### src/design/assert_macros.svh
// Assertion helpers shared by the RTL files.
`ifndef ASSERT_MACROS_SVH
`define ASSERT_MACROS_SVH

// Clocked check, masked while reset is asserted (active-low reset).
`define PSCC_ASSERT(name, clk, rst_n, prop, msg) \
    name: assert property (@(posedge clk) disable iff (!rst_n) prop) else $error(msg);

// Clocked check that also holds during reset.
`define PSCC_ASSERT_ALWAYS(name, clk, prop, msg) \
    name: assert property (@(posedge clk) prop) else $error(msg);

`endif

### src/design/pscc_pkg.sv
package pscc_pkg;

    // Rows per page; must be a power of two.
    localparam int PAGE_ROWS  = 256;
    localparam int PAGE_SHIFT = $clog2(PAGE_ROWS);

    localparam int CAP_W   = 20;
    localparam int ROWS_W  = 48;                 // running row total, wraps
    localparam int START_W = 32 + PAGE_SHIFT;    // slot * PAGE_ROWS
    localparam int LIMIT_W = CAP_W + PAGE_SHIFT; // capacity * PAGE_ROWS
    localparam int SUM_W   = ROWS_W + 1;

    // Commands
    localparam logic [1:0] CMD_QUERY  = 2'd0;
    localparam logic [1:0] CMD_PAGE   = 2'd1;
    localparam logic [1:0] CMD_FINISH = 2'd2;

    // Reason codes
    localparam logic [3:0] RSN_OK          = 4'd0;
    localparam logic [3:0] RSN_DISABLED    = 4'd1;
    localparam logic [3:0] RSN_CONTRACT    = 4'd2;
    localparam logic [3:0] RSN_EMPTY       = 4'd3;
    localparam logic [3:0] RSN_NO_QUERIES  = 4'd4;
    localparam logic [3:0] RSN_QUERY_ORDER = 4'd5;
    localparam logic [3:0] RSN_BAD_PAGE    = 4'd6;
    localparam logic [3:0] RSN_NONCONTIG   = 4'd7;
    localparam logic [3:0] RSN_PARTIAL     = 4'd8;
    localparam logic [3:0] RSN_OVERFLOW    = 4'd9;

    // Register indexes (word address)
    localparam logic [1:0] REG_MODE     = 2'd0;
    localparam logic [1:0] REG_CONTRACT = 2'd1;
    localparam logic [1:0] REG_CAPACITY = 2'd2;
    localparam logic [1:0] REG_EXPECTED = 2'd3;

    typedef struct packed {
        logic [1:0]         command;
        logic signed [31:0] query_position;
        logic [31:0]        lpage_num;
        logic [31:0]        physical_slot;
        logic [15:0]        page_rows;
        logic signed [31:0] native_begin;
        logic signed [31:0] native_end;
    } t_in_item;

    typedef struct packed {
        logic        eligible;
        logic [3:0]  reason_code;
        logic [31:0] first_row;
        logic [31:0] span_rows;
    } t_out_item;

    typedef struct packed {
        logic              mode_enabled;
        logic              contract_met;
        logic [CAP_W-1:0]  physical_page_capacity;
        logic [31:0]       expected_rows;
    } t_cfg;

endpackage

### src/design/paged_span_contiguity_check_unit.sv
// Channel   | Valid        | Stall        | Payload
// ----------+--------------+--------------+-------------------------
// input     | i_in_valid   | o_in_stall   | i_in_item  (t_in_item)
// output    | o_out_valid  | i_out_stall  | o_out_item (t_out_item)
// config    | APB write: psel & penable & pwrite & pready, regs at 4*i
//
// An accepted item is held in the input register; from there it updates the span
// state or, for a finish, loads the result register.
// One item per cycle sustained; a finish item stalls only while the previous
// result is held in the result register by i_out_stall, so o_in_stall follows
// i_out_stall combinationally in that one case.
// Reset (synchronous, active low) clears the config registers, the span state
// and both valid flags; no clearing pass is needed.

module paged_span_contiguity_check_unit
    import pscc_pkg::*;
(
    input  logic        i_clk,
    input  logic        i_rst_n,
    // item input
    input  logic        i_in_valid,
    output logic        o_in_stall,
    input  t_in_item    i_in_item,
    // result output
    output logic        o_out_valid,
    input  logic        i_out_stall,
    output t_out_item   o_out_item,
    // config port
    input  logic        psel,
    input  logic        penable,
    input  logic        pwrite,
    input  logic [3:0]  paddr,
    input  logic [31:0] pwdata,
    output logic [31:0] prdata,
    output logic        pready
);

    t_cfg w_cfg;

    // mode, contract, capacity and expected row count
    pscc_cfg u_cfg (
        .i_clk   (i_clk),
        .i_rst_n (i_rst_n),
        .psel    (psel),
        .penable (penable),
        .pwrite  (pwrite),
        .paddr   (paddr),
        .pwdata  (pwdata),
        .prdata  (prdata),
        .pready  (pready),
        .o_cfg   (w_cfg)
    );

    // page checks, running span state, finish report
    pscc_core u_core (
        .i_clk       (i_clk),
        .i_rst_n     (i_rst_n),
        .i_cfg       (w_cfg),
        .i_in_valid  (i_in_valid),
        .o_in_stall  (o_in_stall),
        .i_in_item   (i_in_item),
        .o_out_valid (o_out_valid),
        .i_out_stall (i_out_stall),
        .o_out_item  (o_out_item)
    );

endmodule

### src/design/pscc_cfg.sv
`include "assert_macros.svh"

module pscc_cfg
    import pscc_pkg::*;
(
    input  logic        i_clk,
    input  logic        i_rst_n,
    input  logic        psel,
    input  logic        penable,
    input  logic        pwrite,
    input  logic [3:0]  paddr,
    input  logic [31:0] pwdata,
    output logic [31:0] prdata,
    output logic        pready,
    output t_cfg        o_cfg
);

    t_cfg       r_cfg;
    logic       w_wr;
    logic [1:0] w_idx;

    assign w_idx  = paddr[3:2];
    assign w_wr   = psel & penable & pwrite;
    assign pready = 1'b1;
    assign o_cfg  = r_cfg;

    always_ff @(posedge i_clk) begin
        if (!i_rst_n) begin
            r_cfg <= '0;
        end else if (w_wr) begin
            case (w_idx)
                REG_MODE:     r_cfg.mode_enabled           <= pwdata[0];
                REG_CONTRACT: r_cfg.contract_met           <= pwdata[0];
                REG_CAPACITY: r_cfg.physical_page_capacity <= pwdata[CAP_W-1:0];
                REG_EXPECTED: r_cfg.expected_rows          <= pwdata;
                default:      ;
            endcase
        end
    end

    always_comb begin
        case (w_idx)
            REG_MODE:     prdata = {31'b0, r_cfg.mode_enabled};
            REG_CONTRACT: prdata = {31'b0, r_cfg.contract_met};
            REG_CAPACITY: prdata = {{(32-CAP_W){1'b0}}, r_cfg.physical_page_capacity};
            REG_EXPECTED: prdata = r_cfg.expected_rows;
            default:      prdata = '0;
        endcase
    end

    `PSCC_ASSERT(a_cap_write, i_clk, i_rst_n,
        (w_wr && w_idx == REG_CAPACITY) |=>
            (r_cfg.physical_page_capacity == $past(pwdata[CAP_W-1:0])),
        "capacity write lost")
    `PSCC_ASSERT(a_mode_write, i_clk, i_rst_n,
        (w_wr && w_idx == REG_MODE) |=> (r_cfg.mode_enabled == $past(pwdata[0])),
        "mode write lost")
    `PSCC_ASSERT_ALWAYS(a_pready_high, i_clk, pready, "pready dropped")

endmodule

### src/design/pscc_core.sv
`include "assert_macros.svh"

module pscc_core
    import pscc_pkg::*;
(
    input  logic      i_clk,
    input  logic      i_rst_n,
    input  t_cfg      i_cfg,
    input  logic      i_in_valid,
    output logic      o_in_stall,
    input  t_in_item  i_in_item,
    output logic      o_out_valid,
    input  logic      i_out_stall,
    output t_out_item o_out_item
);

    // input register
    logic     r_in_vld;
    t_in_item r_in;

    // running state
    logic                r_queries_seen;
    logic signed [31:0]  r_last_query;
    logic                r_query_disorder;
    logic                r_pages_seen;
    logic signed [31:0]  r_prev_end;
    logic [31:0]         r_prev_logical;
    logic [31:0]         r_prev_slot;
    logic                r_prev_full;
    logic [3:0]          r_page_err;
    logic [START_W-1:0]  r_span_start;
    logic [ROWS_W-1:0]   r_rows_total;

    // result register
    logic      r_out_vld;
    t_out_item r_out;

    logic      w_go, w_is_finish, w_fin_go, w_page_go, w_query_go;
    logic      w_bad, w_discont, w_full;
    logic [3:0] n_page_err, w_reason;
    logic signed [32:0] w_end_calc;
    logic [SUM_W-1:0]   w_span_sum, w_limit;
    t_out_item n_out;

    // A finish waits while the result register holds a result the receiver stalls.
    assign w_is_finish = r_in.command == CMD_FINISH;
    assign o_in_stall  = r_in_vld & w_is_finish & r_out_vld & i_out_stall;
    assign w_go        = r_in_vld & ~o_in_stall;
    assign w_fin_go    = w_go & w_is_finish;
    assign w_page_go   = w_go & (r_in.command == CMD_PAGE);
    assign w_query_go  = w_go & (r_in.command == CMD_QUERY);

    always_ff @(posedge i_clk) begin
        if (!i_rst_n) begin
            r_in_vld <= 1'b0;
        end else if (!o_in_stall) begin
            r_in_vld <= i_in_valid;
        end
    end

    always_ff @(posedge i_clk) begin
        if (!o_in_stall && i_in_valid) begin
            r_in <= i_in_item;
        end
    end

    // page checks
    assign w_end_calc = 33'(r_in.native_begin) + $signed({17'b0, r_in.page_rows});
    assign w_full     = {1'b0, r_in.page_rows} == 17'(PAGE_ROWS);
    assign w_bad = (r_in.page_rows == '0)
                || ({1'b0, r_in.page_rows} > 17'(PAGE_ROWS))
                || (r_in.physical_slot >= {{(32-CAP_W){1'b0}}, i_cfg.physical_page_capacity})
                || r_in.native_begin[31]
                || (33'(r_in.native_end) != w_end_calc)
                || (r_in.native_begin[PAGE_SHIFT-1:0] != '0);
    assign w_discont = (r_in.lpage_num != r_prev_logical + 32'd1)
                    || (r_in.physical_slot != r_prev_slot + 32'd1)
                    || (r_in.native_begin != r_prev_end);

    // first error in stream order; partial-not-tail is noted before this page's checks
    always_comb begin
        n_page_err = r_page_err;
        if (r_pages_seen && !r_prev_full && n_page_err == '0) begin
            n_page_err = RSN_PARTIAL;
        end
        if (n_page_err == '0) begin
            if (w_bad) begin
                n_page_err = RSN_BAD_PAGE;
            end else if (r_pages_seen && w_discont) begin
                n_page_err = RSN_NONCONTIG;
            end
        end
    end

    // finish
    assign w_span_sum = SUM_W'(r_span_start) + SUM_W'(r_rows_total);
    assign w_limit    = SUM_W'({i_cfg.physical_page_capacity, {PAGE_SHIFT{1'b0}}});

    always_comb begin
        if (!i_cfg.mode_enabled) begin
            w_reason = RSN_DISABLED;
        end else if (!i_cfg.contract_met) begin
            w_reason = RSN_CONTRACT;
        end else if (i_cfg.physical_page_capacity == '0 || !r_pages_seen) begin
            w_reason = RSN_EMPTY;
        end else if (!r_queries_seen) begin
            w_reason = RSN_NO_QUERIES;
        end else if (r_query_disorder) begin
            w_reason = RSN_QUERY_ORDER;
        end else if (r_page_err != '0) begin
            w_reason = r_page_err;
        end else if (r_span_start[START_W-1:32] != '0 || r_rows_total == '0
                     || r_rows_total != ROWS_W'(i_cfg.expected_rows)
                     || w_span_sum > w_limit) begin
            w_reason = RSN_OVERFLOW;
        end else begin
            w_reason = RSN_OK;
        end
    end

    always_comb begin
        n_out.eligible    = w_reason == RSN_OK;
        n_out.reason_code = w_reason;
        n_out.first_row   = n_out.eligible ? r_span_start[31:0] : 32'd0;
        n_out.span_rows   = n_out.eligible ? r_rows_total[31:0] : 32'd0;
    end

    always_ff @(posedge i_clk) begin
        if (!i_rst_n || w_fin_go) begin
            r_queries_seen   <= 1'b0;
            r_last_query     <= '0;
            r_query_disorder <= 1'b0;
            r_pages_seen     <= 1'b0;
            r_prev_end       <= -32'sd1;
            r_prev_logical   <= '1;
            r_prev_slot      <= '1;
            r_prev_full      <= 1'b1;
            r_page_err       <= '0;
            r_span_start     <= '0;
            r_rows_total     <= '0;
        end else if (w_query_go) begin
            if (r_queries_seen && r_in.query_position < r_last_query) begin
                r_query_disorder <= 1'b1;
            end
            r_last_query   <= r_in.query_position;
            r_queries_seen <= 1'b1;
        end else if (w_page_go) begin
            if (!r_pages_seen) begin
                r_span_start <= {r_in.physical_slot, {PAGE_SHIFT{1'b0}}};
            end
            r_page_err     <= n_page_err;
            r_prev_end     <= r_in.native_end;
            r_prev_logical <= r_in.lpage_num;
            r_prev_slot    <= r_in.physical_slot;
            r_prev_full    <= w_full;
            r_rows_total   <= r_rows_total + ROWS_W'(r_in.page_rows);
            r_pages_seen   <= 1'b1;
        end
    end

    always_ff @(posedge i_clk) begin
        if (!i_rst_n) begin
            r_out_vld <= 1'b0;
        end else if (w_fin_go) begin
            r_out_vld <= 1'b1;
        end else if (!i_out_stall) begin
            r_out_vld <= 1'b0;
        end
    end

    always_ff @(posedge i_clk) begin
        if (w_fin_go) begin
            r_out <= n_out;
        end
    end

    assign o_out_valid = r_out_vld;
    assign o_out_item  = r_out;

    `PSCC_ASSERT(a_fin_result, i_clk, i_rst_n, w_fin_go |=> r_out_vld,
        "finish gave no result")
    `PSCC_ASSERT(a_fin_clear, i_clk, i_rst_n,
        w_fin_go |=> (!r_pages_seen && !r_queries_seen && r_page_err == '0),
        "finish left state behind")
    `PSCC_ASSERT(a_fail_zero, i_clk, i_rst_n,
        (r_out_vld && !r_out.eligible) |->
            (r_out.span_rows == '0 && r_out.first_row == '0 && r_out.reason_code != RSN_OK),
        "failed result carries span")

endmodule

### config.mk
export PLATFORM = sky130hd
export DESIGN_NAME = paged_span_contiguity_check_unit
export DESIGN_NICKNAME = d
export VERILOG_FILES = /design/src/design/pscc_pkg.sv /design/src/design/paged_span_contiguity_check_unit.sv /design/src/design/pscc_cfg.sv /design/src/design/pscc_core.sv
export VERILOG_INCLUDE_DIRS = /design/src /design/src/design
export SDC_FILE = /design/constraint.sdc
export NUM_CORES = 1
export LEC_CHECK = 0
export ABC_AREA = 0
export BUFFER_PORTS_ARGS = -buffer_cell sky130_fd_sc_hd__buf_2
export CAP_MARGIN = 20
export CORE_UTILIZATION = 61
export CTS_CLUSTER_SIZE = 40
export DETAILED_ROUTE_END_ITERATION = 6
export HOLD_SLACK_MARGIN = 0.12
export PLACE_DENSITY = 0.83
export SLEW_MARGIN = 20
export SYNTH_ARGS = -nofsm -noshare
export SYNTH_HDL_FRONTEND = slang
export SYNTH_SLANG_ARGS = --single-unit
### constraint.sdc
create_clock -name i_clk -period 25.3 [get_ports i_clk]
set_clock_uncertainty 0.15 [all_clocks]
set_input_delay 5.06 -clock i_clk [delete_from_list [all_inputs] [get_ports i_clk]]
set_output_delay 5.06 -clock i_clk [all_outputs]
set_load 0.02 [all_outputs]
# Word-level counts from Yosys, hierarchy flattened
# Cells that the tools add are included.
# totals
ff_bits	511
input_bits	221
out_inout_bits	104
elab_cells	114
# op_classes
n_addsub	5
magnitude_cmp	4
eq_ne	12
mux	14
n_bitwise	12
n_reduce_logical	39
# ops
operator	count
32-bit one-hot mux with 4 select lines	1
32-bit inequality test	3
32-bit by 1-bit adder with 32-bit output, second input constant	2
40-bit by 48-bit adder with 49-bit output	1
49-bit by 28-bit greater-than comparator with 1-bit output	1
48-bit by 16-bit adder with 48-bit output	1
48-bit logical NOT	1
48-bit by 32-bit inequality test with 1-bit output	1
4-bit two-way mux	11
32-bit by 17-bit adder with 33-bit output	1
32-bit by 33-bit inequality test with 1-bit output	1
32-bit by 20-bit >= comparator with 1-bit output	1
32-bit < comparator	1
20-bit logical NOT	1
16-bit by 9-bit equality test with 1-bit output, second input constant	1
16-bit by 9-bit greater-than comparator with 1-bit output, second input constant	1
16-bit logical NOT	1
8-bit nonzero test	2
4-bit logical NOT	3
1-bit logical OR	12
2-bit AND reduction	6
1-bit AND	9
2-bit equality test, second input constant	3
1-bit logical AND	5
8 further kinds	16

# Logic depth before layout (Yosys ltp)
# logic_depth
ltp_word	12
mapped_depth	23
ltp_nobuf	21

# Cells and area by module
# Synthesis repeated with hierarchy kept, for this count alone.
# unflattened
hier_cells	2932
hier_area_um2	27572.7
# by_module_without_submodules
mod	instances	cells_per_inst	area_each_um2
pscc_core	1	2656	25045.3
pscc_cfg	1	276	2527.4

# Least setup slack after synthesis
# No wires, ideal clock.
# synth_path
path_type	input to register
startpoint	input i_out_stall
endpoint	register u_core.r_in[0] in the netlist's numbering, enable pin
setup_ns	0.736
arrival_ns	13.079
path_slack_ns	11.335
path_stages	3
n_path_buf	0
path_cell_list	nand2_1 > nor2_1 > nor2b_1
# synth_between
elab_chain_cells	3
# synth_lines
item	line_no	source
start, declared	paged_span_contiguity_check_unit.sv:26	input logic i_out_stall,
1-bit AND	pscc_core.sv:47	assign o_in_stall = r_in_vld & w_is_finish & r_out_vld & i_out_stall;
named net o_in_stall	paged_span_contiguity_check_unit.sv:22	output logic o_in_stall,
1-bit logical NOT	--	
1-bit logical AND	pscc_core.sv:62	if (!o_in_stall && i_in_valid) begin
end signal, assigned	pscc_core.sv:63	r_in <= i_in_item;
end, declared	pscc_core.sv:19	t_in_item r_in;
# The timed path passes the listed nets, and every way through them passes these cells.
# A chain may end at the register's enable or synchronous reset.

# Worst setup path after layout
# layout_path
startpoint	input paddr[2]
endpoint	output prdata[0]
# layout_between
elab_chain_cells	2
# layout_lines
item	line_no	source
start, declared	paged_span_contiguity_check_unit.sv:32	input logic [3:0] paddr,
2-bit equality test, or another cell as far along	pscc_cfg.sv:42	case (w_idx)
32-bit one-hot mux with 4 select lines *	pscc_cfg.sv:42	
end, declared	paged_span_contiguity_check_unit.sv:34	output logic [31:0] prdata,
# Mark *: on every way between the ends. The rest lies on a longest branch, timed or not.

==> metrics.md <==
| Metric | Value |
|---|---|
| Status | completed |
| Routed WL | approximately 79000 µm |
| FMAX | approximately 85 MHz |
| Worst EP required | 20.09 ns |
| Max Root-Sink Buffers | 3 |
| Initial antenna violation count | 6 |
| Startpoint Class | input port |
| Post-synthesis adder-cell area fraction | 0.06417 |
| Most common cell after layout, fill and taps aside | nand2_1 |
| Worst Tran Pin Value | 1.046 ns |
| Final cell count without fillers | approximately 3900 |
| Nets | 3609 |
| Worst Setup Path Type | input port to output pin |
| Cell taking the most area after synthesis | edfxtp_1 |
| Register area | 12620 µm² |
| CTS tree | done |
| Largest family of logic cells by synthesized area | simple AND/OR/NAND/NOR gates |
| R2R Setup Slk | between 15 and 20 ns |
| Synth area leaders | edfxtp_1, dfxtp_1, nand2_1, ha_1, xnor2_1 |
| Post-Syn Area | 27650 µm² |
| DIE WIDTH | 214.9 µm |
| Crit path capture | prdata[0] |
| Vias per cell | approximately 6.2 |
| Yosys warns | 0 |
| Final period util | 0.4631 |
| Clock Pin Slew Worst Setup and Hold Paths | ~0.060 ns |
| Cell row count | 77 |
| Via count | 23971 |
| Worst reg2reg path startpoint | u_core.r_rows_total[8] |
| Tmin final | about 12 ns |
| Synth Area per Inst | ~9.2 µm² |
| Seq cells post-synth | 511 |
| Post-DR wirelength/cell | between 20 and 25 µm |
| Crit path launch | paddr[2] |
| Peak supply drop | 59.04 µV |
| Crit Reg-Reg Endpoint | u_core.o_out_item[52] |
| Switching share of power | 0.2521 |
| Share of layout cells above drive strength 1 | 0.1409 |
| XOR/XNOR share of the synthesized area | 0.07635 |
| Final GP Congestion | roughly 1.0 |
| Static Leak | between 0.01 and 0.015 µW |
| Cells on worst reg2reg path | 22 |
| Post-synth top area share | 0.2596 |
| Setup bufs post-CTS | 0 |
| Hold buffer count at cts | 0 |
| Seq pwr share | 0.464 |
| Port-buffer cells | ~310 |
| Switching power | about 500 µW |
| Post_cts resized | 0 |
| Initial core utilization | 0.6225 |
| Clock share of power | 0.424 |
| Tot Pwr | 2001 µW |
| FILL cells | 3301 |
| Post-synthesis mux area share | 0.01448 |
| Antenna viol nets, final | 0 |
| Initial DRC Count | 2454 |
| First-pass GRT wire length | 123100 µm |
| Combinational share of power | 0.112 |
| Htree depth | 2 |
| Max-slew violations | 0 |
| Final hold vios | 0 |
| GRT Overall Usage | 0.3365 |
| CP endpoint kind | output pin |
| Seq/Total Area, Yosys | 0.4566 |
| Footprint of the multi-input gates | 13850 µm² |
| Compound-gate portion of the synthesized area | 0.1260 |
| CTS Buf Count | 53 |
| DRC errors left | 0 |
| Top Ports | ~330 |
| Setup TNS Final | 0 ns |
| CORE AREA | between 40000 and 50000 µm² |
| Clock latency on the worst-skew pair | between 0.6 and 0.7 ns |
| CTS sink count | ~500 |
| Remaining Overflow, GRT | 0 |
| Crit path DAT | ~6.5 ns |
| Final Setup Violations | 0 |
| PnR worst setup slack | about 14 ns |
| Normalized max-slew margin | 0.2965 |
| Largest net degree at the start of global routing | ~90 |
| Hpwl dp | about 60000 µm |
| Synth unique cells | 94 |
| Pre-CTS setup slack | 13.59 ns |
| EDFF count, synth | 239 |
| RSZ-0062 raised after global routing | false |
| Most frequent cells in the layout | nand2_1, buf_2, dfxtp_1 |
| Top FF cell, synth | dfxtp_1 |
| Post-Place Cells | ~3800 |
| Drt pass-1 iters | 6 |
| Vias in the first global route | between 20000 and 25000 |
| Die area | 46180 µm² |
| Int Pwr | 1496 µW |
| CTS root buf | clkbuf_16 |
| FFs w/ async S/R, synth | 0 |
| Max Cap Viol | 0 |
| Critical-path maximum fanout | 36 |
| PD cells | 63.76 nW/µm² |
| Layout area overhead | 13.50% |
| Simple-gate share of the synthesized area | 0.2174 |
| Mapped Cells | between 3000 and 4000 |
| Min-Delay Path Class | flop to flop |
| Die Y | about 210 µm |
[power by group through the flow]
stage	clock network, µW	logic (µW)	registers, µW
final	848	225	928
after floorplan	0	159	937
after global routing	886	246	930
after detailed placement	0	219	944
after CTS	855	221	926
after global placement	0	213	943
[routing by layer]
layer / wire [µm] / up-vias / GRT usage
met5: 0 / - / 0
met4: 3542 / 0 / 0.1605
met3: 6557 / 199 / 0.05421
met2: 35950 / 1219 / 0.5357
met1: 33330 / 11364 / 0.4485
li1: - / 11189 / -
[through the flow]
stage          area (µm²)  utilization  hold slack, ns
3_5_place_dp        29430       0.6627          0.2965
2_1_floorplan       27670            -          0.2863
3_3_place_gp        29430       0.6627          0.2912
6_report            31380       0.7065          0.3068
5_1_grt             31380       0.7065          0.3282
4_1_cts             31350       0.7058          0.3053
[critical path, stage by stage]
cell    delay, ns
buf_2        0.64
mux4_2       0.62
buf_2        0.18
[area by class of cell]
class	instances	area share
inverter	145	0.01735
antenna	5	0.0003988
sequential	511	0.4023
clock buffer	65	0.04737
tap	592	0.02361
multi-input combinational	2208	0.4415
clock inverter	35	0.01352
timing repair buffer	329	0.05399
[cells in the mapped netlist (14+ instances only)]
cell type / n
nand2_1: 556
xor2_1: 101
o211ai_1: 28
nor2b_1: 37
nand4_1: 66
buf_2: 14
inv_1: 145
a211oi_1: 18
clkbuf_1: 113
o21a_1: 17
and4_1: 14
nand3_1: 165
nand2b_1: 14
nor3_1: 88
a21o_1: 34
a21boi_0: 58
dfxtp_1: 272
edfxtp_1: 239
nor2_1: 114
or3_1: 26
xnor2_1: 140
o21ai_0: 80
mux2i_1: 31
nor4_1: 57
ha_1: 137
a31oi_1: 18
and3_1: 35
a21oi_1: 181
[registers in the layout, summed over array words and instances, names as in the netlist, 4 cells and up]
signal	count
u_cfg.o_cfg	54
u_core.o_out_item	61
u_core.r_in	178
u_core.r_last_query	32
u_core.r_page_err	4
u_core.r_prev_end	32
u_core.r_prev_logical	32
u_core.r_prev_slot	32
u_core.r_rows_total	48
u_core.r_span_start	32
[worst min path at each step]
stage | from | endpoint | slack, ns | depth (start not counted)
after floorplan | u_core.r_last_query[10] | u_core.r_last_query[10] | 0.29 | 2
after global placement | u_core.r_last_query[23] | u_core.r_last_query[23] | 0.29 | 2
after detailed placement | u_core.r_last_query[11] | u_core.r_last_query[11] | 0.30 | 2
after CTS | u_core.r_last_query[11] | u_core.r_last_query[11] | 0.31 | 2
after global routing | u_core.r_last_query[11] | u_core.r_last_query[11] | 0.33 | 2
final | u_core.r_last_query[11] | u_core.r_last_query[11] | 0.31 | 2
[kinds of logic after synthesis]
family                   Yosys count
AND/OR/NAND/NOR                 1245
AO/OA/AOI/OAI                    536
flip-flops                       511
buffers and inverters            296
XOR/XNOR                         241
adder cells (fa/ha/maj)          140
multiplexers                      37
other                              2
Power figures use the tool's default switching activity.
